--- src/sv/mcot_pkg.sv ---
// Types and codes for the multichannel one-shot / continuous timer bank.
// No dependencies; used by the channel bank and the top level.
package mcot_pkg;

  typedef enum logic [2:0] {
    ACT_TICK     = 3'd0,
    ACT_START    = 3'd1,
    ACT_STOP     = 3'd2,
    ACT_NTF_ON   = 3'd3,
    ACT_NTF_OFF  = 3'd4,
    ACT_READ_EL  = 3'd5,
    ACT_READ_REM = 3'd6
  } action_t;

  typedef enum logic [1:0] {
    ERR_OK      = 2'd0,
    ERR_CHANNEL = 2'd1,
    ERR_VALUE   = 2'd2,
    ERR_BUSY    = 2'd3
  } err_t;

  typedef enum logic [1:0] {
    ST_INIT    = 2'd0,
    ST_RUN     = 2'd1,
    ST_STOP    = 2'd2,
    ST_EXPIRED = 2'd3
  } chan_st_t;

  localparam logic [1:0] REG_CHANNEL_COUNT = 2'd0;
  localparam logic [1:0] REG_ONESHOT_MASK  = 2'd1;
  localparam logic [1:0] REG_NOTIFY_MASK   = 2'd2;
  localparam logic [1:0] REG_VALUE_MAX     = 2'd3;

  localparam int CFG_ADDR_W = 2;
  localparam int CFG_DATA_W = 32;
  localparam int IN_TDATA_W  = 40;
  localparam int OUT_TDATA_W = 40;

  typedef struct packed {
    logic [2:0]  action;
    logic [3:0]  channel;
    logic [31:0] value;
  } req_t;

  typedef struct packed {
    logic [3:0]  channel_count;
    logic [7:0]  oneshot_mask;
    logic [7:0]  notify_present_mask;
    logic [31:0] value_max;
  } cfg_t;

  typedef struct packed {
    logic [31:0] read_value;
    err_t        error_code;
    logic        notify_pulse;
    chan_st_t    channel_state;
  } rsp_t;

endpackage

--- src/sv/mcot_chan_bank.sv ---
// Per-channel timer state and the single-pass step logic for one beat.
// Depends on mcot_pkg.
module mcot_chan_bank #(
  parameter int NUM_CHANNELS = 8
) (
  input  logic          clk,
  input  logic          rst_n,
  input  logic          step,
  input  mcot_pkg::req_t req,
  input  mcot_pkg::cfg_t cfg,
  output mcot_pkg::rsp_t rsp
);
  import mcot_pkg::*;

  localparam int IDX_W = (NUM_CHANNELS > 1) ? $clog2(NUM_CHANNELS) : 1;

  chan_st_t    st_r  [NUM_CHANNELS];
  logic        ntf_r [NUM_CHANNELS];
  logic [31:0] tgt_r [NUM_CHANNELS];
  logic [31:0] el_r  [NUM_CHANNELS];

  logic [IDX_W-1:0] idx;
  logic             ch_ok;
  logic             os_bit;
  logic             np_bit;
  chan_st_t         cur_st;
  logic             cur_ntf;
  logic [31:0]      cur_tgt;
  logic [31:0]      cur_el;
  logic [31:0]      el_inc;
  chan_st_t         st_nxt;
  logic             ntf_nxt;
  logic [31:0]      tgt_nxt;
  logic [31:0]      el_nxt;
  logic [31:0]      rd;
  err_t             err;
  logic             pulse;
  logic             wr_en;

  always_comb begin
    idx     = req.channel[IDX_W-1:0];
    ch_ok   = ({1'b0, req.channel} < 5'(NUM_CHANNELS)) && (req.channel < cfg.channel_count);
    // masks only cover the first eight channels
    os_bit  = !req.channel[3] && cfg.oneshot_mask[req.channel[2:0]];
    np_bit  = !req.channel[3] && cfg.notify_present_mask[req.channel[2:0]];
    cur_st  = st_r[idx];
    cur_ntf = ntf_r[idx];
    cur_tgt = tgt_r[idx];
    cur_el  = el_r[idx];
    el_inc  = cur_el + 32'd1;
    st_nxt  = cur_st;
    ntf_nxt = cur_ntf;
    tgt_nxt = cur_tgt;
    el_nxt  = cur_el;
    rd      = '0;
    err     = ERR_OK;
    pulse   = 1'b0;
    if (!ch_ok) begin
      err = ERR_CHANNEL;
    end else begin
      case (action_t'(req.action))
        ACT_TICK: begin
          if (cur_st == ST_RUN) begin
            el_nxt = el_inc;
            if (el_inc >= cur_tgt) begin
              if (os_bit) begin
                st_nxt = ST_EXPIRED;
              end else begin
                el_nxt = '0;
              end
              pulse = cur_ntf && np_bit;
            end
          end
        end
        ACT_START: begin
          if (req.value == 32'd0 || req.value > cfg.value_max) begin
            err = ERR_VALUE;
          end else if (cur_st == ST_RUN) begin
            err = ERR_BUSY;
          end else begin
            tgt_nxt = req.value;
            el_nxt  = '0;
            st_nxt  = ST_RUN;
          end
        end
        ACT_STOP: begin
          if (cur_st == ST_RUN) begin
            st_nxt = ST_STOP;
          end
        end
        ACT_NTF_ON, ACT_NTF_OFF: begin
          if (!np_bit) begin
            err = ERR_CHANNEL;
          end else begin
            ntf_nxt = (action_t'(req.action) == ACT_NTF_ON);
          end
        end
        ACT_READ_EL: begin
          rd = cur_el;
        end
        ACT_READ_REM: begin
          rd = cur_tgt - cur_el;
        end
        default: begin
        end
      endcase
    end
    wr_en             = step && ch_ok;
    rsp.read_value    = rd;
    rsp.error_code    = err;
    rsp.notify_pulse  = pulse;
    rsp.channel_state = ch_ok ? st_nxt : ST_INIT;
  end

  always_ff @(posedge clk) begin
    if (!rst_n) begin
      for (int i = 0; i < NUM_CHANNELS; i++) begin
        st_r[i]  <= ST_INIT;
        ntf_r[i] <= 1'b0;
        tgt_r[i] <= '0;
        el_r[i]  <= '0;
      end
    end else if (wr_en) begin
      st_r[idx]  <= st_nxt;
      ntf_r[idx] <= ntf_nxt;
      tgt_r[idx] <= tgt_nxt;
      el_r[idx]  <= el_nxt;
    end
  end

endmodule

--- src/sv/multichannel_oneshot_continuous_timer.sv ---
// Multichannel one-shot / continuous timer bank: top level.
// Holds the configuration registers, the input register and the result register.
// Channels: in_* carries one action beat (action, channel, target value);
// out_* returns exactly one result beat per input beat, in order.
// cfg_* writes one register per cycle: 0 channel_count, 1 oneshot_mask,
// 2 notify_present_mask, 3 value_max. Write only while the bank is idle.
// Each beat is taken into an input register; the channel's state is read,
// stepped and written back in the same cycle as the result register is loaded.
// Beats pass the input register, then the result register. Throughput: one
// beat per cycle unless out stalls, set by the single per-channel read-modify-write.
// Back-to-back beats on the same channel see each other's updates.
// Reset: all channels initialised with count, target and notify cleared;
// channel_count 8, both masks 0, value_max all ones; no beat in flight.
// When the receiver stalls, the result register holds its beat and the input
// register takes one more beat, then in_tready drops until out_tready returns.
module multichannel_oneshot_continuous_timer #(
  parameter int NUM_CHANNELS = 8
) (
  input  logic                                 clk,
  input  logic                                 rst_n,
  input  logic                                 in_tvalid,
  output logic                                 in_tready,
  // [2:0] action, [6:3] channel, [38:7] value, [39] zero
  input  logic [mcot_pkg::IN_TDATA_W-1:0]      in_tdata,
  output logic                                 out_tvalid,
  input  logic                                 out_tready,
  // [31:0] read_value, [33:32] error_code, [34] notify_pulse,
  // [36:35] channel_state, [39:37] zero
  output logic [mcot_pkg::OUT_TDATA_W-1:0]     out_tdata,
  input  logic                                 cfg_we,
  input  logic [mcot_pkg::CFG_ADDR_W-1:0]      cfg_addr,
  input  logic [mcot_pkg::CFG_DATA_W-1:0]      cfg_wdata
);
  import mcot_pkg::*;

  cfg_t cfg_r;
  logic s1_valid_r;
  logic s1_valid_nxt;
  req_t s1_req_r;
  logic out_valid_r;
  logic out_valid_nxt;
  rsp_t out_rsp_r;
  rsp_t rsp;
  logic adv;
  logic in_fire;

  always_ff @(posedge clk) begin
    if (!rst_n) begin
      cfg_r.channel_count       <= 4'd8;
      cfg_r.oneshot_mask        <= '0;
      cfg_r.notify_present_mask <= '0;
      cfg_r.value_max           <= '1;
    end else if (cfg_we) begin
      case (cfg_addr)
        REG_CHANNEL_COUNT: cfg_r.channel_count       <= cfg_wdata[3:0];
        REG_ONESHOT_MASK:  cfg_r.oneshot_mask        <= cfg_wdata[7:0];
        REG_NOTIFY_MASK:   cfg_r.notify_present_mask <= cfg_wdata[7:0];
        REG_VALUE_MAX:     cfg_r.value_max           <= cfg_wdata;
        default: begin
        end
      endcase
    end
  end

  // advance the held beat whenever the result register is free or draining
  assign adv       = s1_valid_r && (!out_valid_r || out_tready);
  assign in_tready = !s1_valid_r || adv;
  assign in_fire   = in_tvalid && in_tready;

  always_comb begin
    s1_valid_nxt  = in_fire || (s1_valid_r && !adv);
    out_valid_nxt = adv || (out_valid_r && !out_tready);
  end

  always_ff @(posedge clk) begin
    if (!rst_n) begin
      s1_valid_r  <= 1'b0;
      out_valid_r <= 1'b0;
    end else begin
      s1_valid_r  <= s1_valid_nxt;
      out_valid_r <= out_valid_nxt;
    end
  end

  always_ff @(posedge clk) begin
    if (in_fire) begin
      s1_req_r.action  <= in_tdata[2:0];
      s1_req_r.channel <= in_tdata[6:3];
      s1_req_r.value   <= in_tdata[38:7];
    end
    if (adv) begin
      out_rsp_r <= rsp;
    end
  end

  mcot_chan_bank #(
    .NUM_CHANNELS (NUM_CHANNELS)
  ) u_bank (
    .clk   (clk),
    .rst_n (rst_n),
    .step  (adv),
    .req   (s1_req_r),
    .cfg   (cfg_r),
    .rsp   (rsp)
  );

  assign out_tvalid = out_valid_r;
  assign out_tdata  = {3'b000, out_rsp_r.channel_state, out_rsp_r.notify_pulse,
                       out_rsp_r.error_code, out_rsp_r.read_value};

endmodule

--- config.mk ---
export PLATFORM = sky130hd
export DESIGN_NAME = multichannel_oneshot_continuous_timer
export DESIGN_NICKNAME = d
export VERILOG_FILES = /design/src/sv/mcot_pkg.sv /design/src/sv/mcot_chan_bank.sv /design/src/sv/multichannel_oneshot_continuous_timer.sv
export SDC_FILE = /design/constraint.sdc
export NUM_CORES = 1
export LEC_CHECK = 0
export BUFFER_PORTS_ARGS = -buffer_cell sky130_fd_sc_hd__buf_2
export CAP_MARGIN = 15
export CELL_PAD_IN_SITES_DETAIL_PLACEMENT = 0
export CELL_PAD_IN_SITES_GLOBAL_PLACEMENT = 2
export CORE_UTILIZATION = 40
export CTS_BUF_LIST = sky130_fd_sc_hd__clkbuf_4
export DETAILED_ROUTE_END_ITERATION = 8
export PLACE_DENSITY = 0.76
export SYNTH_ARGS = -nofsm -noshare
export SYNTH_HDL_FRONTEND = slang
export SYNTH_SLANG_ARGS = --single-unit
export TNS_END_PERCENT = 1
--- constraint.sdc ---
create_clock -name clk -period 8.9 [get_ports clk]
set_input_delay 1.78 -clock clk [delete_from_list [all_inputs] [get_ports clk]]
set_output_delay 1.78 -clock clk [all_outputs]
set_load 0.05 [all_outputs]
==> results, run 1 <==
- The post-synthesis mux area share is 0.137.
- Of the total synthesized cell area, the portion taken by AND, OR, NAND and NOR gates is 0.122.
- The kind of cell with the highest combined delay along the critical path is compound AO/OA/AOI/OAI gates.
- The number of nets at the end of the flow is 3,027.
- The flow ran to the end, and the final reports show no timing, DRC or antenna violations.
- Counting the buffers created by CTS gives 178.
- The fmax is 142 MHz.
- The congestion estimate from routability-driven global placement came to 0.889.
- The final layout contains routed wiring with a total length of 104,000 um.
- The global-route congestion overflow total is 0.
- The first-pass iteration count of the detailed router is 5.
- The fraction of final layout cells with drive strength greater than 1 is 0.244.
- The clock-pin slew reported for the worst setup and hold paths after clock tree synthesis is 60 ps.
- TritonCTS built the clock tree.
- Pin placement for this block handled 121 I/O pins.
- In the final layout, the multi-input gates occupy 0.0130 mm^2.
- Counting along the longest clock path gives a buffer depth of 3.
- The number of nets still failing antenna checks after routing is 0.
- The type of the setup path with the least slack is reg2reg.
- Across every metal layer, demand over resource in global routing totals 0.248.
- The CTS sink count is 669.
- The portion of total power attributed to sequential cells is 0.466.
- For this run, the register share of the synthesized area comes to 0.583.
- The path class of the tightest hold or removal check is reg2reg.
- The critical path capture point type is a flip-flop.
- The count of hold-fix buffers inserted at cts is 0.
- The worst clock skew on the final layout is 94.8 ps.
- The net switching share of the total power is 0.297.
- The number of max-cap violations is 0.
- The topmost layer with routed signal wires is met4.
- The region available for standard cell placement spans 0.0824 mm^2.
- Buffers added to address setup during post-CTS repair amount to 0.
- The number of filler cells placed in the layout is 7,589.
- Setup repair after global routing left no endpoint under its margin.
- The total routed wire length on the met1 layer is 43,200 um.
- The first global-routing pass estimated 154,000 um of wire.
- The highest ir drop seen on vdd is 106 uV.
- Entering global routing, the biggest net connects 78 pins.
- In this run the horizontal extent of the chip is 291 um.
- The startpoint kind of the worst setup timing path is a flip-flop.
- The clock reaches the later pin of the worst-skew pair after 1100 ps.
- The half-perimeter wire length after detailed placement is 65,800 um.
- Traced cell by cell, the critical path runs through buf_4 > mux4_2 > mux2i_1 > a21oi_1 > nand4_4 > or2_4 > nor2_2 > xnor2_1 > ha_1 > a21o_1 > a21o_1 > a211o_1 > a221oi_1 > o2bb2ai_1 > a31o_2 > buf_12 > a21oi_1 > o31ai_2 > nor2b_1.
- The floorplan step defined a die boundary enclosing 0.0846 mm^2.
- The starting utilization of the core area is 0.405.
- The xor/xnor cell area share of the yosys netlist is 0.0147.
- The number of DRC markers after the initial detailed-route iteration is 1,866.
- The routed layout has 23.0k vias.
- Of the total synthesized cell area, the portion taken by full adders, half adders and majority gates is 0.0377.
- The root buffer selected by CTS is sky130_fd_sc_hd__clkbuf_4.
- The number of antenna violations at the first check in global routing was 2.
- Among all flip-flop cells after synthesis, the most frequent one is sky130_fd_sc_hd__edfxtp_1.
- The count of buffers added on input and output ports is 116.
- The total count of max-transition violations in the final report is 0.
- The worst path buffer plus inverter count is 2.
- The smallest hold slack is 488 ps.
- The critical path required time is 9770 ps.
- The average via count per standard cell is 5.67.
- In the detailed route, the total length drawn on met2 is 52,300 um.
- The number of H-tree levels is 4.
- The internal power of the cells is 0.00546 W.
- From synthesis to final layout, the design area changed by 12.6%.
- Post-CTS repair changed the size of 0 cells.
- Dividing the final minimum period by the clock period gives 0.792.
- The arrival time at the worst endpoint is 7920 ps.
- Counting flops with an async set or reset pin after synthesis yields a share of 0.
- At the pin with the least slew margin, the transition time is 1300 ps.
- For this design the ratio of total power to cell area is 207 mW/mm^2.
- The synthesized netlist contains 97 unique library cells.
- The maximum fanout along the worst path is 30.
- The max-slew headroom at the worst pin is 0.122.
- Of the total power, the clock network draws 0.352.
- The static leakage is 14.0 nW.
- The number of hold violations in the final report is 0.
- The DRC violations left is 0.
- The amount of wire on met3 after detailed routing is 6430 um.
- In this run the core area contains 105 standard-cell rows.
- For the final routed database, the setup TNS stands at 0 ps.
- For this run, the number of Yosys warnings is 0.
- Dividing the detail-routed wire length by the instance count gives 25.7 um.
- Yosys mapped a number of flops with a built-in enable equal to 604.
- The worst stage delay on the critical path is 740 ps.
- Of the total power, combinational logic draws 0.183.
- The number of global-route vias before repair is 23.7k.
- A synthesized cell averages 12.7 um^2.
- The reported net switching power is 0.00230 W.
- The time the final worst path needs with I/O delays and setup is 7050 ps.
- The footprint of the flip-flops and latches is 0.0194 mm^2.
- The synthesized instance count is 2,630.
- Setup violations remaining at the end of the flow were counted as 0.
- The die is 291 um tall.
- After synthesis the cells add up to 0.0334 mm^2.
- By area, the combinational part of the netlist is dominated by multiplexers.
- The flop and latch count out of synthesis is 669.
- The post-synthesis compound-gate area fraction is 0.0736.
- The slowest library cell on the worst path is sky130_fd_sc_hd__dfxtp_4.
kinds of logic after synthesis:
family	after synthesis
and+or+nand+nor	940
DFF	669
AOI/OAI and AO/OA	366
muxes	258
buffers and inverters	240
adders and majority gates	100
xor gates and xnor gates	56
other	1
state kept, by name (all words and copies together), names as in the netlist, named ones only:
| signal | cells |
|---|---|
| cfg_r | 52 |
| u_bank.ntf_r | 8 |
| u_bank.tgt_r | 256 |
| out_tdata | 37 |
| out_tvalid | 1 |
| s1_req_r | 39 |
| u_bank.el_r | 256 |
| u_bank.st_r | 16 |
| s1_valid_r | 1 |
stage by stage:
stage	cells	setup WS, ps	total power [W]	instance area [um^2]	utilization
CTS	4048	1790	0.00783	37500	0.456
finish	4054	1850	0.00777	37600	0.456
global route	4053	1450	0.00811	37600	0.456
global placement	3737	1930	0.00507	35300	0.428
detailed placement	3737	1850	0.00509	35300	0.428
floorplan	2632	2170	0.00464	33400	-
worst reg2reg max path, stage by stage (launching register included):
cell	delay (ps)
sky130_fd_sc_hd__dfxtp_4	740
sky130_fd_sc_hd__buf_4	580
sky130_fd_sc_hd__mux4_2	330
sky130_fd_sc_hd__mux2i_1	190
sky130_fd_sc_hd__a21oi_1	670
sky130_fd_sc_hd__nand4_4	320
sky130_fd_sc_hd__or2_4	360
sky130_fd_sc_hd__nor2_2	180
sky130_fd_sc_hd__xnor2_1	100
sky130_fd_sc_hd__ha_1	340
sky130_fd_sc_hd__a21o_1	180
sky130_fd_sc_hd__a21o_1	170
sky130_fd_sc_hd__a211o_1	280
sky130_fd_sc_hd__a221oi_1	610
sky130_fd_sc_hd__o2bb2ai_1	190
sky130_fd_sc_hd__a31o_2	540
sky130_fd_sc_hd__buf_12	240
sky130_fd_sc_hd__a21oi_1	110
sky130_fd_sc_hd__o31ai_2	530
sky130_fd_sc_hd__nor2b_1	220
power by group through the flow:
stage / clock, W / sequential (W) / combinational [W]
floorplan: 0 / 0.00367 / 0.000968
global route: 0.00296 / 0.00363 / 0.00153
global placement: 0 / 0.00368 / 0.00139
detailed placement: 0 / 0.00369 / 0.00140
CTS: 0.00280 / 0.00362 / 0.00141
finish: 0.00273 / 0.00362 / 0.00142
cell usage after synthesis (38+ instances only):
library cell               instances  area, um^2
sky130_fd_sc_hd__edfxtp_1        604       18100
sky130_fd_sc_hd__nor2_1          581        2180
sky130_fd_sc_hd__nand2_1         154         578
sky130_fd_sc_hd__mux4_2          127        2860
sky130_fd_sc_hd__a21oi_1         107         536
sky130_fd_sc_hd__ha_1             99        1240
sky130_fd_sc_hd__inv_1            94         353
sky130_fd_sc_hd__clkbuf_1         93         349
sky130_fd_sc_hd__o21ai_0          74         370
sky130_fd_sc_hd__dfxtp_1          65        1300
sky130_fd_sc_hd__nor2b_1          53         332
sky130_fd_sc_hd__mux2i_1          51         510
sky130_fd_sc_hd__o211ai_1         38         285
layout make-up:
type | count | area share
repair buffers | 181 | 0.0297
flip-flops and latches | 669 | 0.518
inverters | 95 | 0.00956
clock inverters | 44 | 0.00696
well taps | 1070 | 0.0356
diodes | 5 | 0.000333
multi-input cells | 1723 | 0.346
clock buffers | 267 | 0.0534
layer usage:
metal  global-route usage  vias up
met5                    0        -
met4               0.0773        0
met3               0.0448      170
met2                0.427      834
met1                0.316    11700
li1                     -    10300
placed cells by master, fill, tap and decap left out, types with 33 or more instances in the layout:
| cell type | synthesis | layout |
|---|---|---|
| sky130_fd_sc_hd__a21oi_1 | 107 | 107 |
| sky130_fd_sc_hd__buf_2 | 19 | 117 |
| sky130_fd_sc_hd__buf_4 | 8 | 60 |
| sky130_fd_sc_hd__clkbuf_4 | 0 | 267 |
| sky130_fd_sc_hd__dfxtp_1 | 65 | 62 |
| sky130_fd_sc_hd__edfxtp_1 | 604 | 604 |
| sky130_fd_sc_hd__ha_1 | 99 | 99 |
| sky130_fd_sc_hd__inv_1 | 94 | 93 |
| sky130_fd_sc_hd__mux2_2 | 33 | 33 |
| sky130_fd_sc_hd__mux2i_1 | 51 | 51 |
| sky130_fd_sc_hd__mux4_2 | 127 | 127 |
| sky130_fd_sc_hd__nand2_1 | 154 | 140 |
| sky130_fd_sc_hd__nand3_1 | 35 | 33 |
| sky130_fd_sc_hd__nor2_1 | 581 | 580 |
| sky130_fd_sc_hd__nor2b_1 | 53 | 52 |
| sky130_fd_sc_hd__o211ai_1 | 38 | 38 |
| sky130_fd_sc_hd__o21ai_0 | 74 | 74 |
| sky130_fd_sc_hd__xnor2_1 | 37 | 37 |
final timing paths:
path                      startpoint                               end  slack [ps]  cells after the start
max                        flip-flop  u_bank.el_r[7][23]$_SDFFCE_PN0P_        1850                     19
min          u_bank.ntf_r[3]$_DFF_P_           u_bank.ntf_r[3]$_DFF_P_         490                      2
max reg2reg                flip-flop  u_bank.el_r[7][23]$_SDFFCE_PN0P_        1850                     19
min reg2reg  u_bank.ntf_r[3]$_DFF_P_           u_bank.ntf_r[3]$_DFF_P_         490                      2
(Power assumes the default switching activity.)
==> run 2, diff against run 1 <==
--- a/config.mk
+++ b/config.mk
@@ -12,7 +12,7 @@
 export CORE_UTILIZATION = 40
 export CTS_BUF_LIST = sky130_fd_sc_hd__clkbuf_4
 export DETAILED_ROUTE_END_ITERATION = 8
-export PLACE_DENSITY = 0.76
+export PLACE_DENSITY = 0.79
 export SYNTH_ARGS = -nofsm -noshare
 export SYNTH_HDL_FRONTEND = slang
 export SYNTH_SLANG_ARGS = --single-unit
==> constraint.sdc (replaced) <==
create_clock -name clk -period 6 [get_ports clk]
set_input_delay 1.2 -clock clk [delete_from_list [all_inputs] [get_ports clk]]
set_output_delay 1.2 -clock clk [all_outputs]
set_load 0.05 [all_outputs]
==> results, run 2 (synthesized netlist as in run 1, its figures left out) <==
- The number of DRC markers after the initial detailed-route iteration came to 1,978 (+6.0%).
- The fraction of the cycle the final worst path needs is 0.953 (+0.161).
- The total global-route track usage was 0.243 (-0.00485).
- The weighted congestion at the end of routability-driven global placement came to 0.924 (+3.8%).
- The average wire per standard cell is 24.9 um (-3.3%).
- TritonCTS built the clock tree.
- The insertion delay to the later sink of the worst-skew pair is 1100 ps (about the same).
- The final standard cell area without fillers is 0.0382 mm^2 (+1.8%).
- The reported net switching power is 0.00344 W (+49%).
- STA classifies the critical path startpoint as a flip-flop.
- The wire length of the first global-routing pass is 152,000 um (-1.3%).
- The highest ir drop seen on vdd came to 164 uV (+55%).
- The portion of total power attributed to sequential cells came to 0.458 (-0.008).
- The count of hold-fix buffers inserted at cts came to 0 (unchanged).
- The DRC violations left came to 0 (unchanged).
- The worst stage delay on the critical path is 580 ps (-160 ps).
- The final setup slack of the worst path is 283 ps (-1570 ps).
- The number of top-level pins is 121 (unchanged).
- The area of the die is 0.0846 mm^2 (unchanged).
- The worst min-delay path class is in2reg.
- The TritonCTS buffer count came to 180 (+1.1%).
- The fmax is 175 MHz (+23%).
- Leaving out fill and tap cells, the most frequent cells in the layout are sky130_fd_sc_hd__edfxtp_1 (604), sky130_fd_sc_hd__nor2_1 (581), sky130_fd_sc_hd__clkbuf_4 (272).
- For this design, the slowest cell found on the critical path is sky130_fd_sc_hd__or4_1.
- The global-route congestion overflow total is 0 (unchanged).
- The buffer depth of the longest clock path came to 3 (unchanged).
- The areal power density over the cells was 305 mW/mm^2 (+48%).
- The power share of the clock group was 0.352 (about the same).
- The via count was 23.4k (+1.6%).
- The time the final worst path needs with I/O delays and setup is 5720 ps (-1330 ps).
- The first-pass iteration count of the detailed router is 7 (+2).
- Leaving out fill and tap cells, the most frequent cell in the layout is sky130_fd_sc_hd__edfxtp_1.
- The number of nets at the end of the flow is 3,100 (+2.4%).
- The total of endpoints with negative setup slack in the final report is 0 (unchanged).
- The placement-stage worst setup slack is -64.5 ps (-1910 ps).
- The proportion of power drawn by combinational gates is 0.190 (+0.007).
- The core occupancy in the finished layout was 0.464 (+0.00813).
- The fraction of final layout cells with drive strength greater than 1 is 0.264 (+0.0201).
- The die outline height is 291 um (unchanged).
- Walking the worst path, the cells encountered are buf_4 > mux4_2 > mux2i_1 > or4_1 > or2_1 > or2_4 > nor2_2 > xnor2_1 > ha_1 > a21o_1 > a21o_1 > a211o_1 > a221oi_2 > buf_4 > o2bb2ai_1 > a31o_2 > buf_4 > nand2_1 > nand2_1 > a21oi_1 > o21ai_0.
- The instance area at placement is 0.0357 mm^2 (+1.2%).
- The number of antenna violations at the first check in global routing is 2 (unchanged).
- The number of max-cap violations came to 0 (unchanged).
- In this design, the critical path's most frequently occurring cell is sky130_fd_sc_hd__buf_4.
- The slew at the pin closest to its max-slew limit was 1120 ps (-180 ps).
- By startpoint and endpoint, the worst setup path is classified as reg2reg.
- The worst clock skew on the final layout is 94.8 ps (+0.0118 ps).
- The number of H-tree levels was 4 (unchanged).
- The maximum number of pins on one net before global-route repair is 71 (-9.0%).
- The arrival time at the worst endpoint came to 6550 ps (-1370 ps).
- The average via count per standard cell is 5.66 (-0.21%).
- The count of input and output buffers is 116 (unchanged).
- The maximum fanout along the worst path came to 14 (-53%).
- The post-synthesis to final-layout area growth is 14.6%.
- The max-slew headroom at the worst pin is 0.253 (+0.131).
- The core area is 0.0824 mm^2 (unchanged).
- The net switching share of the total power came to 0.295 (-0.00203).
- The number of nets still failing antenna checks after routing is 0 (unchanged).
- The total count of max-transition violations in the final report is 0 (unchanged).
- The number of core rows is 105 (unchanged).
- The clock-pin slew reported for the worst setup and hold paths after clock tree synthesis is 70 ps (about the same).
- The number of global-route vias before repair was 23.7k (+0.038%).
- The flow ran to the end, and the final reports show no timing, DRC or antenna violations.
- The static leakage is 14.4 nW (+3.1%).
- The internal power of the cells was 0.00823 W (+51%).
- The critical path capture point type is a flip-flop.
- The number of hold violations in the final report is 0 (unchanged).
- The x dimension of the die is 291 um (unchanged).
- The half-perimeter wire length after detailed placement is 66,200 um (+0.56%).
- Grouping stages by cell kind, the critical path spends the most delay in compound AO/OA/AOI/OAI gates.
- The CTS sink count came to 669 (unchanged).
- The starting utilization of the core area is 0.405 (unchanged).
- The root buffer selected by CTS is sky130_fd_sc_hd__clkbuf_4.
- The total routed wirelength was 103,000 um (-1.6%).
- The worst path buffer plus inverter count is 3 (+1).
- The critical path required time came to 6830 ps (-2940 ps).
- The largest registers in the layout are u_bank.el_r x256, u_bank.tgt_r x256, cfg_r x52.
[run 2: cell types whose count changed in the layout (fill, tap and decap cells not counted), moves of 3 or more]
| cell | change |
|---|---|
| sky130_fd_sc_hd__buf_4 | +67 |
| sky130_fd_sc_hd__clkinv_1 | -8 |
| sky130_fd_sc_hd__clkbuf_4 | +5 |
| sky130_fd_sc_hd__inv_6 | -4 |
| sky130_fd_sc_hd__inv_8 | +4 |
| sky130_fd_sc_hd__buf_12 | +3 |
| sky130_fd_sc_hd__clkinv_2 | +3 |
| sky130_fd_sc_hd__clkinv_8 | +3 |
| sky130_fd_sc_hd__clkinvlp_4 | -3 |
[run 2: final timing paths]
path	startpoint	to	slack, ps	cells after the start
worst min register to register	u_bank.ntf_r[7]$_DFF_P_	u_bank.ntf_r[7]$_DFF_P_	480	2
worst min-delay path	in_tdata[30]	s1_req_r[23]$_DFFE_PP_	270	1
worst max register to register	flip-flop	u_bank.el_r[0][15]$_SDFFCE_PN0P_	280	21
worst max-delay path	flip-flop	u_bank.el_r[0][15]$_SDFFCE_PN0P_	280	21
[run 2: area by class of cell]
cell class	instances	area (um^2)
repair buffers	252	1700
flip-flops and latches	669	19400
fillers	7521	44100
multi-input cells	1723	13000
clock buffers	272	2040
clock inverters	40	299
diodes	6	15.0
well taps	1070	1340
inverters	95	359
[run 2: metrics by stage]
stage,hold WS (ps),TNS [ps],cells,power [W]
finish,270,0,4127,0.0117
global route,170,-0.799,4127,0.0122
CTS,146,0,4109,0.0117
detailed placement,468,-388,3796,0.00761
global placement,460,-749,3796,0.00757
floorplan,448,0,2632,0.00688
[run 2: worst register-to-register path, cell delays in order, from the launching register on]
cell                        delay [ps]
sky130_fd_sc_hd__dfxtp_4           440
sky130_fd_sc_hd__buf_4             210
sky130_fd_sc_hd__mux4_2            320
sky130_fd_sc_hd__mux2i_1           160
sky130_fd_sc_hd__or4_1             580
sky130_fd_sc_hd__or2_1             330
sky130_fd_sc_hd__or2_4             330
sky130_fd_sc_hd__nor2_2            200
sky130_fd_sc_hd__xnor2_1           160
sky130_fd_sc_hd__ha_1              270
sky130_fd_sc_hd__a21o_1            180
sky130_fd_sc_hd__a21o_1            170
sky130_fd_sc_hd__a211o_1           300
sky130_fd_sc_hd__a221oi_2          340
sky130_fd_sc_hd__buf_4             180
sky130_fd_sc_hd__o2bb2ai_1         110
sky130_fd_sc_hd__a31o_2            270
sky130_fd_sc_hd__buf_4             270
sky130_fd_sc_hd__nand2_1            90
sky130_fd_sc_hd__nand2_1           160
sky130_fd_sc_hd__a21oi_1            80
sky130_fd_sc_hd__o21ai_0           330
[run 2: per-layer routing]
layer | GRT usage | vias to the layer above | wire length (um)
met3 | 0.0410 | 187 | 6640
li1 | - | 10400 | -
met4 | 0.0858 | 0 | 2950
met5 | 0 | - | 0
met1 | 0.314 | 11800 | 42400
met2 | 0.412 | 932 | 50600
[run 2: timing repair]
action | in CTS | in global routing
endpoints found under the setup margin | 154 | 248
pin swaps | 0 | 1
gates resized for setup | 0 | 3
buffers inserted | 1 | 11
[run 2: power by group through the flow]
| stage | Sequential, W | Clock [W] | Combinational (W) |
|---|---|---|---|
| finish | 0.00535 | 0.00411 | 0.00221 |
| global route | 0.00536 | 0.00444 | 0.00239 |
| CTS | 0.00536 | 0.00420 | 0.00218 |
| detailed placement | 0.00546 | 0 | 0.00216 |
| global placement | 0.00545 | 0 | 0.00213 |
| floorplan | 0.00545 | 0 | 0.00144 |
